`config.mk`:
```
export PLATFORM = sky130hd
export DESIGN_NAME = sliding_median_filter_top
export DESIGN_NICKNAME = d
export VERILOG_FILES = /design/src/rtl/smf_pkg.sv /design/src/rtl/smf_cell.sv /design/src/rtl/sliding_median_filter_top.sv
export SDC_FILE = /design/constraint.sdc
export NUM_CORES = 1
export LEC_CHECK = 0
export BUFFER_PORTS_ARGS = -buffer_cell sky130_fd_sc_hd__buf_2
export CAP_MARGIN = 10
export CORE_MARGIN = 2
export CORE_UTILIZATION = 23
export DETAILED_ROUTE_END_ITERATION = 8
export PLACE_DENSITY = 0.4
export SYNTH_ARGS = -nofsm -noshare
export SYNTH_HDL_FRONTEND = slang
export SYNTH_HIERARCHICAL = 1
export SYNTH_SLANG_ARGS = --single-unit
```
`constraint.sdc`:
```
create_clock -name clk -period 6.6 [get_ports clk]
set_input_delay 0 -clock clk [delete_from_list [all_inputs] [get_ports clk]]
set_output_delay 0 -clock clk [all_outputs]
set_load 0.005 [all_outputs]
```
`src/rtl/smf_pkg.sv`:
```
// smf_pkg: shared types and constants for the sliding median filter
// no dependencies; imported by smf_cell, sliding_median_filter_top and tb_top
package smf_pkg;

	// width and reset value of the window length register
	localparam int CFG_WIDTH = 4;
	localparam logic [CFG_WIDTH-1:0] WINDOW_LENGTH_RESET = 4'd3;

	// per-cycle control broadcast from the sequencer to every cell
	typedef struct packed {
		logic shift_en;  // take the neighbour's sample (new transaction)
		logic load_en;   // copy own sample into the rotating register, clear rank
		logic step_en;   // compare against the broadcast head, rotate ring
	} cell_ctrl_t;

endpackage

```
`src/rtl/smf_cell.sv`:
```
// smf_cell: one window position of the median filter chain
// holds a sample, a rotating copy and a rank counter; uses smf_pkg
module smf_cell import smf_pkg::*; #(
	parameter int SAMPLE_WIDTH = 16,
	parameter int LW           = 4,
	parameter int IDX          = 0
) (
	input  logic                           clk,
	input  cell_ctrl_t                     ctrl,
	input  logic signed [SAMPLE_WIDTH-1:0] shift_in,
	input  logic signed [SAMPLE_WIDTH-1:0] rot_in,
	input  logic signed [SAMPLE_WIDTH-1:0] head,
	input  logic        [LW-1:0]           head_idx,
	output logic signed [SAMPLE_WIDTH-1:0] sample_out,
	output logic signed [SAMPLE_WIDTH-1:0] circ_out,
	output logic        [LW-1:0]           rank
);

	logic signed [SAMPLE_WIDTH-1:0] sample_q;
	logic signed [SAMPLE_WIDTH-1:0] circ_q;
	logic        [LW-1:0]           rank_q;
	logic                           head_below;

	// head sorts before this cell: smaller, or equal and newer position in the window
	assign head_below = (head < sample_q) ||
		((head == sample_q) && (head_idx < LW'(IDX)));

	// window sample, shifted along the chain on each new transaction
	always_ff @(posedge clk) begin
		if (ctrl.shift_en) begin
			sample_q <= shift_in;
		end
	end

	// rotating copy and rank count during evaluation
	always_ff @(posedge clk) begin
		if (ctrl.load_en) begin
			circ_q <= sample_q;
			rank_q <= '0;
		end else if (ctrl.step_en) begin
			circ_q <= rot_in;
			if (head_below) begin
				rank_q <= rank_q + LW'(1);
			end
		end
	end

	assign sample_out = sample_q;
	assign circ_out   = circ_q;
	assign rank       = rank_q;

endmodule

```
`src/rtl/sliding_median_filter_top.sv`:
```
// sliding_median_filter_top: sliding window median over a chain of rank cells
// uses smf_pkg and smf_cell
// a window-completing sample gives its median via ST_LOAD, ST_EVAL and ST_SEL;
//   ST_EVAL ranks over len positions; len is the effective window length (1..MAX_WINDOW)
// input stalls until a window's median is registered, else one sample per cycle
// reset: window empty, window length 3, no result pending; stored samples are not cleared
module sliding_median_filter_top import smf_pkg::*; #(
	parameter int MAX_WINDOW   = 15,
	parameter int SAMPLE_WIDTH = 16
) (
	input  logic                           clk,
	input  logic                           arst_n,
	input  logic                           cfg_wr_en,
	input  logic        [CFG_WIDTH-1:0]    cfg_wr_data,
	input  logic                           sample_valid,
	output logic                           sample_stall,
	input  logic signed [SAMPLE_WIDTH-1:0] sample,
	input  logic                           restart,
	output logic                           median_valid,
	input  logic                           median_stall,
	output logic signed [SAMPLE_WIDTH-1:0] median
);

	localparam int LW = $clog2(MAX_WINDOW + 1);

	typedef enum logic [1:0] {
		ST_IDLE,
		ST_LOAD,
		ST_EVAL,
		ST_SEL
	} state_t;

	state_t                         state_q;
	logic        [CFG_WIDTH-1:0]    window_length_q;
	logic        [LW-1:0]           len_q;
	logic        [LW-1:0]           target_q;
	logic        [LW-1:0]           fill_q;
	logic        [LW-1:0]           step_q;
	logic                           median_valid_q;
	logic signed [SAMPLE_WIDTH-1:0] median_q;

	logic                           accept;
	logic                           sel_fire;
	logic        [LW-1:0]           len_eff;
	logic        [LW-1:0]           fill_base;
	logic        [LW-1:0]           fill_next;
	logic signed [SAMPLE_WIDTH-1:0] pick;
	cell_ctrl_t                     ctrl;

	logic signed [SAMPLE_WIDTH-1:0] sample_w [MAX_WINDOW];
	logic signed [SAMPLE_WIDTH-1:0] circ_w   [MAX_WINDOW];
	logic        [LW-1:0]           rank_w   [MAX_WINDOW];

	assign accept = sample_valid && !sample_stall;
	assign sample_stall = (state_q != ST_IDLE);

	// result moves into the output register once the previous one has left
	assign sel_fire = (state_q == ST_SEL) && (!median_valid_q || !median_stall);

	// clamp the configured length into 1..MAX_WINDOW
	always_comb begin
		if (window_length_q == '0) begin
			len_eff = LW'(1);
		end else if (int'(window_length_q) > MAX_WINDOW) begin
			len_eff = LW'(MAX_WINDOW);
		end else begin
			len_eff = LW'(window_length_q);
		end
	end

	// fill count after this transaction, saturating at the chain length
	assign fill_base = restart ? '0 : fill_q;
	assign fill_next = (fill_base == LW'(MAX_WINDOW)) ? fill_base : fill_base + LW'(1);

	// cell control
	always_comb begin
		ctrl.shift_en = accept;
		ctrl.load_en  = (state_q == ST_LOAD);
		ctrl.step_en  = (state_q == ST_EVAL);
	end

	// chain of cells: samples shift towards higher index, copies rotate towards cell 0
	for (genvar i = 0; i < MAX_WINDOW; i++) begin : g_cell
		smf_cell #(
			.SAMPLE_WIDTH (SAMPLE_WIDTH),
			.LW           (LW),
			.IDX          (i)
		) u_cell (
			.clk        (clk),
			.ctrl       (ctrl),
			.shift_in   ((i == 0) ? sample : sample_w[(i == 0) ? 0 : i - 1]),
			.rot_in     (circ_w[(i + 1) % MAX_WINDOW]),
			.head       (circ_w[0]),
			.head_idx   (step_q),
			.sample_out (sample_w[i]),
			.circ_out   (circ_w[i]),
			.rank       (rank_w[i])
		);
	end

	// pick the window cell whose rank equals len/2
	always_comb begin
		pick = '0;
		for (int i = 0; i < MAX_WINDOW; i++) begin
			if ((LW'(i) < len_q) && (rank_w[i] == target_q)) begin
				pick = pick | sample_w[i];
			end
		end
	end

	// configuration register
	always_ff @(posedge clk or negedge arst_n) begin
		if (!arst_n) begin
			window_length_q <= WINDOW_LENGTH_RESET;
		end else if (cfg_wr_en) begin
			window_length_q <= cfg_wr_data;
		end
	end

	// sequencer and output register
	always_ff @(posedge clk or negedge arst_n) begin
		if (!arst_n) begin
			state_q        <= ST_IDLE;
			fill_q         <= '0;
			step_q         <= '0;
			len_q          <= LW'(1);
			target_q       <= '0;
			median_valid_q <= 1'b0;
		end else begin
			if (sel_fire) begin
				median_valid_q <= 1'b1;
			end else if (!median_stall) begin
				median_valid_q <= 1'b0;
			end
			unique case (state_q)
				ST_IDLE: begin
					if (accept) begin
						fill_q   <= fill_next;
						len_q    <= len_eff;
						target_q <= len_eff >> 1;
						if (fill_next >= len_eff) begin
							state_q <= ST_LOAD;
						end
					end
				end
				ST_LOAD: begin
					step_q  <= '0;
					state_q <= ST_EVAL;
				end
				ST_EVAL: begin
					step_q <= step_q + LW'(1);
					if (step_q == len_q - LW'(1)) begin
						state_q <= ST_SEL;
					end
				end
				ST_SEL: begin
					// wait until the previous result has left the output register
					if (sel_fire) begin
						state_q <= ST_IDLE;
					end
				end
				default: begin
					state_q <= ST_IDLE;
				end
			endcase
		end
	end

	// result payload
	always_ff @(posedge clk) begin
		if (sel_fire) begin
			median_q <= pick;
		end
	end

	assign median_valid = median_valid_q;
	assign median       = median_q;

endmodule

```
==> parameters.txt <==
Parameter                              Value

Floorplanning
  I/O pin cnt ... 44
  Number of rows created at floorplan ... 136
  Die height ... about 380 um
  Starting Density ... 23.2%
  Floorplan core area ... between 100,000 and 150,000 um^2
  Die Footprint ... 142,000 um^2
  Die Width ... approximately 380 um

Layout
  Area of combinational cells with multiple inputs ... between 10,000 and 15,000 um^2
  Fraction of layout cells with a size suffix above 1 ... approximately a fifth
  Total inserted antenna cells ... 0
  Relative area change from synthesis to final layout ... 15.9%
  Area of all sequential standard cells ... 16,600 um^2
  Final #Nets ... roughly 2,900
  Fillers ... 14,100
  Final std cell area, no fill ... ~37,000 um^2

Min path
  Hold Path Sink ... g_cell[0].u_cell/sample_out[6]
  Kind of path behind the tightest hold check ... primary input to flop
  Cell depth of the worst min-delay path ... 2
  Worst hold path startpoint ... sample[6]

Setup path
  Kind of end point of the critical path ... flop
  Required @ worst endpoint ... 6950 ps
  Type of the setup path with the least slack ... flop to flop
  Number of cells on the worst reg-to-reg path ... 7
  Slack of the worst reg-to-reg path ... roughly 2700 ps
  WP data arrival ... between 4000 and 5000 ps
  Launch point of the worst reg-to-reg path ... len_q[1]
  Worst Path Max Fanout ... 10
  Kind of start point of the critical path ... flop
  Worst reg2reg endpoint ... median[2]

STA
  Max-slew violation count ... 0
  Worst setup skew after layout ... between 30 and 40 ps
  Setup TNS after final layout ... 0 ps
  Max Freq ... about 0.26 GHz
  Final Hold Fails ... 0
  Final period utilization ... between 50 and 60%
  Worst slew margin relative to its limit ... a little under a quarter
  Period minus WS final ... slightly below 4000 ps
  Total setup violations reported at the end of the flow ... 0
  Slew @ Worst Pin ... roughly 1100 ps
  Unrepaired setup endpoints after global routing ... false

Synthesis
  Number of unique standard cell types used by synthesis ... 127
  Top-area cell type share of the netlist area ... ~47%
  Mean cell area of the mapped netlist ... around 13 um^2
  Post-synthesis cell count ... between 2,000 and 3,000
  Cell with the most instances after synthesis ... sky130_fd_sc_hd__edfxtp_1
  Async set-or-reset flop fraction in the synthesized netlist ... 3.30%
  Count of flip-flops with a built-in enable after synthesis ... slightly below 500
  Leading register cell type out of synthesis ... sky130_fd_sc_hd__edfxtp_1
  Cell types with the highest counts after synthesis ... 496 x sky130_fd_sc_hd__edfxtp_1, 295 x sky130_fd_sc_hd__inv_1, 269 x sky130_fd_sc_hd__ha_1
  Syn Std Cell Area ... 31,900 um^2
  Number of warning messages in the yosys log ... 6
  Share of synthesized area occupied by flip-flops and latches ... between 50% and 60%
  Yosys reg bits ... 575
  Cell accounting for the most synthesized area ... sky130_fd_sc_hd__edfxtp_1
  Synthesized net count ... 2,822
  Largest cells by area after synthesis ... sky130_fd_sc_hd__edfxtp_1 47%, sky130_fd_sc_hd__ha_1 11%, sky130_fd_sc_hd__mux2_2 7.4%

Routing
  WL met2 ... a little over 50 mm
  DRT Pass-1 Iters ... 5
  Per-cell routed wire length ... between 20 and 25 um
  Highest routing layer actually used ... met4
  Vias after detailed routing ... around 21,000
  Wire length on met1 ... 50.1 mm
  Wire length reported by the detailed router ... around 110 mm
  Iter 0 DRT Violations ... 1,691
  Remaining design rule violation count ... 0
  Ratio of routed vias to standard cells ... about 4.8
  Post-route ant nets ... 0
  Met3 WL post-DR ... around 3.9 mm

GRT
  Number of global-route vias before repair ... roughly 22,000
  Largest net degree at the start of global routing ... about 120
  Wire length of the first global-routing pass ... 155 mm
  GR Overflow Total ... 0
  Antenna violations before repair ... 3
  Overall global routing resource usage ... approximately 15%

Clocking
  TritonCTS Sinks ... 575
  CTS tree ... yes
  Count of buffers added by post-CTS timing repair for setup ... 0
  Clock-pin slew on the worst setup and hold paths ... about 60 ps
  Deepest clock path buffer count ... 3
  Worst-Skew Late Latency ... between 600 and 700 ps
  Number of buffers added by the clock tree synthesis step ... 71
  H-tree level count ... 3
  Clk root buf ... sky130_fd_sc_hd__clkbuf_16

Power
  Lkg Pwr ... roughly 14 nW
  Peak VDD IR ... approximately 0.00025 V
  PwrDens ... roughly 500 nW/um^2

Placement
  Half-perimeter wire length after detailed placement ... 78.2 mm
  Final weighted congestion in routability-driven placement ... just over 0.9
  Area after DPL ... 34,400 um^2
  Port buffer count ... 43

Run
  Max Cap Viol ... 0

Status
  Result of the run ... finished, final reports clean
-- what timing repair did --
item / 4_1_cts / 5_1_grt
hold buffers: 33 / 0
endpoints found under the hold margin: 62 / 0
resized for setup: 0 / 0
-- layout make-up --
class / count / area share [%]
tap: 1794 / 6.06
sequential: 575 / 44.8
clock inverter: 28 / 0.845
clock buffer: 101 / 5.44
multi-input combinational: 1579 / 37.5
inverter: 296 / 3.04
timing repair buffer: 114 / 2.35
-- placed cells by master (no fill, tap or decap), types with 15 or more instances in the layout --
| cell type | netlist | layout |
|---|---|---|
| sky130_fd_sc_hd__nand3_1 | 61 | 61 |
| sky130_fd_sc_hd__o2111ai_1 | 18 | 18 |
| sky130_fd_sc_hd__a22oi_1 | 19 | 19 |
| sky130_fd_sc_hd__nor3b_1 | 62 | 62 |
| sky130_fd_sc_hd__nand4_1 | 84 | 84 |
| sky130_fd_sc_hd__buf_4 | 2 | 35 |
| sky130_fd_sc_hd__mux2i_1 | 17 | 17 |
| sky130_fd_sc_hd__clkbuf_1 | 50 | 22 |
| sky130_fd_sc_hd__or2_2 | 15 | 15 |
| sky130_fd_sc_hd__nor2b_1 | 48 | 48 |
| sky130_fd_sc_hd__xnor2_1 | 19 | 19 |
| sky130_fd_sc_hd__nand2_1 | 84 | 84 |
| sky130_fd_sc_hd__nor4b_1 | 30 | 30 |
| sky130_fd_sc_hd__dfxtp_1 | 60 | 60 |
| sky130_fd_sc_hd__dlygate4sd3_1 | 0 | 33 |
| sky130_fd_sc_hd__buf_2 | 10 | 43 |
| sky130_fd_sc_hd__edfxtp_1 | 496 | 496 |
| sky130_fd_sc_hd__a21o_1 | 19 | 19 |
| sky130_fd_sc_hd__mux2_2 | 210 | 210 |
| sky130_fd_sc_hd__nor3_1 | 22 | 21 |
| sky130_fd_sc_hd__dfrtp_1 | 16 | 16 |
| sky130_fd_sc_hd__a2111oi_0 | 22 | 22 |
| sky130_fd_sc_hd__ha_1 | 269 | 267 |
| sky130_fd_sc_hd__nand2b_1 | 28 | 28 |
| sky130_fd_sc_hd__inv_1 | 295 | 294 |
| sky130_fd_sc_hd__clkbuf_16 | 0 | 75 |
| sky130_fd_sc_hd__nor2_1 | 62 | 62 |
| sky130_fd_sc_hd__o211ai_1 | 17 | 17 |
| sky130_fd_sc_hd__o21ai_0 | 34 | 34 |
| sky130_fd_sc_hd__mux2_1 | 55 | 55 |
| sky130_fd_sc_hd__a221o_1 | 17 | 17 |
| sky130_fd_sc_hd__a21oi_1 | 103 | 103 |
-- flip-flops by register name, indices dropped and copies added, names as in the netlist --
name                      cells
median_valid                  1
fill_q                        4
median                       16
g_cell.u_cell/circ_out      240
g_cell.u_cell/sample_out    240
step_q                        4
g_cell.u_cell/rank           60
window_length_q               4
state_q                       2
len_q                         4
-- report_power, final --
part / internal (mW) / total, mW / switching [mW] / leakage [nW]
clock: 2.37 / 4.01 / 1.64 / 1.14
sequential: 5.99 / 6.99 / 0.999 / 5.41
combinational: 2.94 / 7.56 / 4.63 / 7.50
-- worst max-delay path, stage by stage, from the launching register on --
cell                        delay [ps]
sky130_fd_sc_hd__dfrtp_1           630
sky130_fd_sc_hd__inv_1             220
sky130_fd_sc_hd__ha_1              350
sky130_fd_sc_hd__nor3_1            170
sky130_fd_sc_hd__o2111ai_1         960
sky130_fd_sc_hd__o2111ai_1         250
sky130_fd_sc_hd__a2111oi_0         840
sky130_fd_sc_hd__nand3_1           150
-- how the worst max path moves through the flow --
stage | start | endpoint | slack [ps] | cells after the start
after global routing | len_q[1] | median[15] | 2480 | 7
after detailed placement | len_q[1] | median[2] | 2720 | 7
final | len_q[1] | median[2] | 2730 | 7
after floorplan | state_q[0] | fill_q[2] | 300 | 5
after CTS | len_q[1] | median[2] | 2720 | 7
after global placement | len_q[1] | median[2] | 2820 | 7
-- routing by layer --
layer | up-vias | GRT usage, %
li1 | 9805 | -
met1 | 11000 | 20.3
met2 | 443 | 24.6
met3 | 139 | 2.19
met4 | 0 | 4.24
met5 | - | 0
-- per-stage QoR --
step	worst slack [ps]	hold WS (ps)	utilization (%)	total power [mW]	std cells
after floorplan	300	-296	-	11.8	2527
after global placement	2820	-12.3	25.0	14.5	4325
after detailed placement	2720	-9.70	25.0	14.7	4325
after CTS	2720	36.6	26.9	18.8	4487
after global routing	2480	75.1	26.9	19.7	4487
final	2730	74.0	26.9	18.6	4487
-- kinds of logic (layout without fill, tap and decap cells) --
logic type      Yosys count  after routing  share of synthesized area [%]
buf+inv                 373            539                           4.74
compound gates          377            377                           9.28
simple gates            613            613                           12.3
xor+xnor                 28             28                          0.909
fa+ha+maj               269            269                           10.5
mux                     292            292                           10.3
flops                   575            575                           51.9
Note: power is estimated with default switching activity, not from simulation.
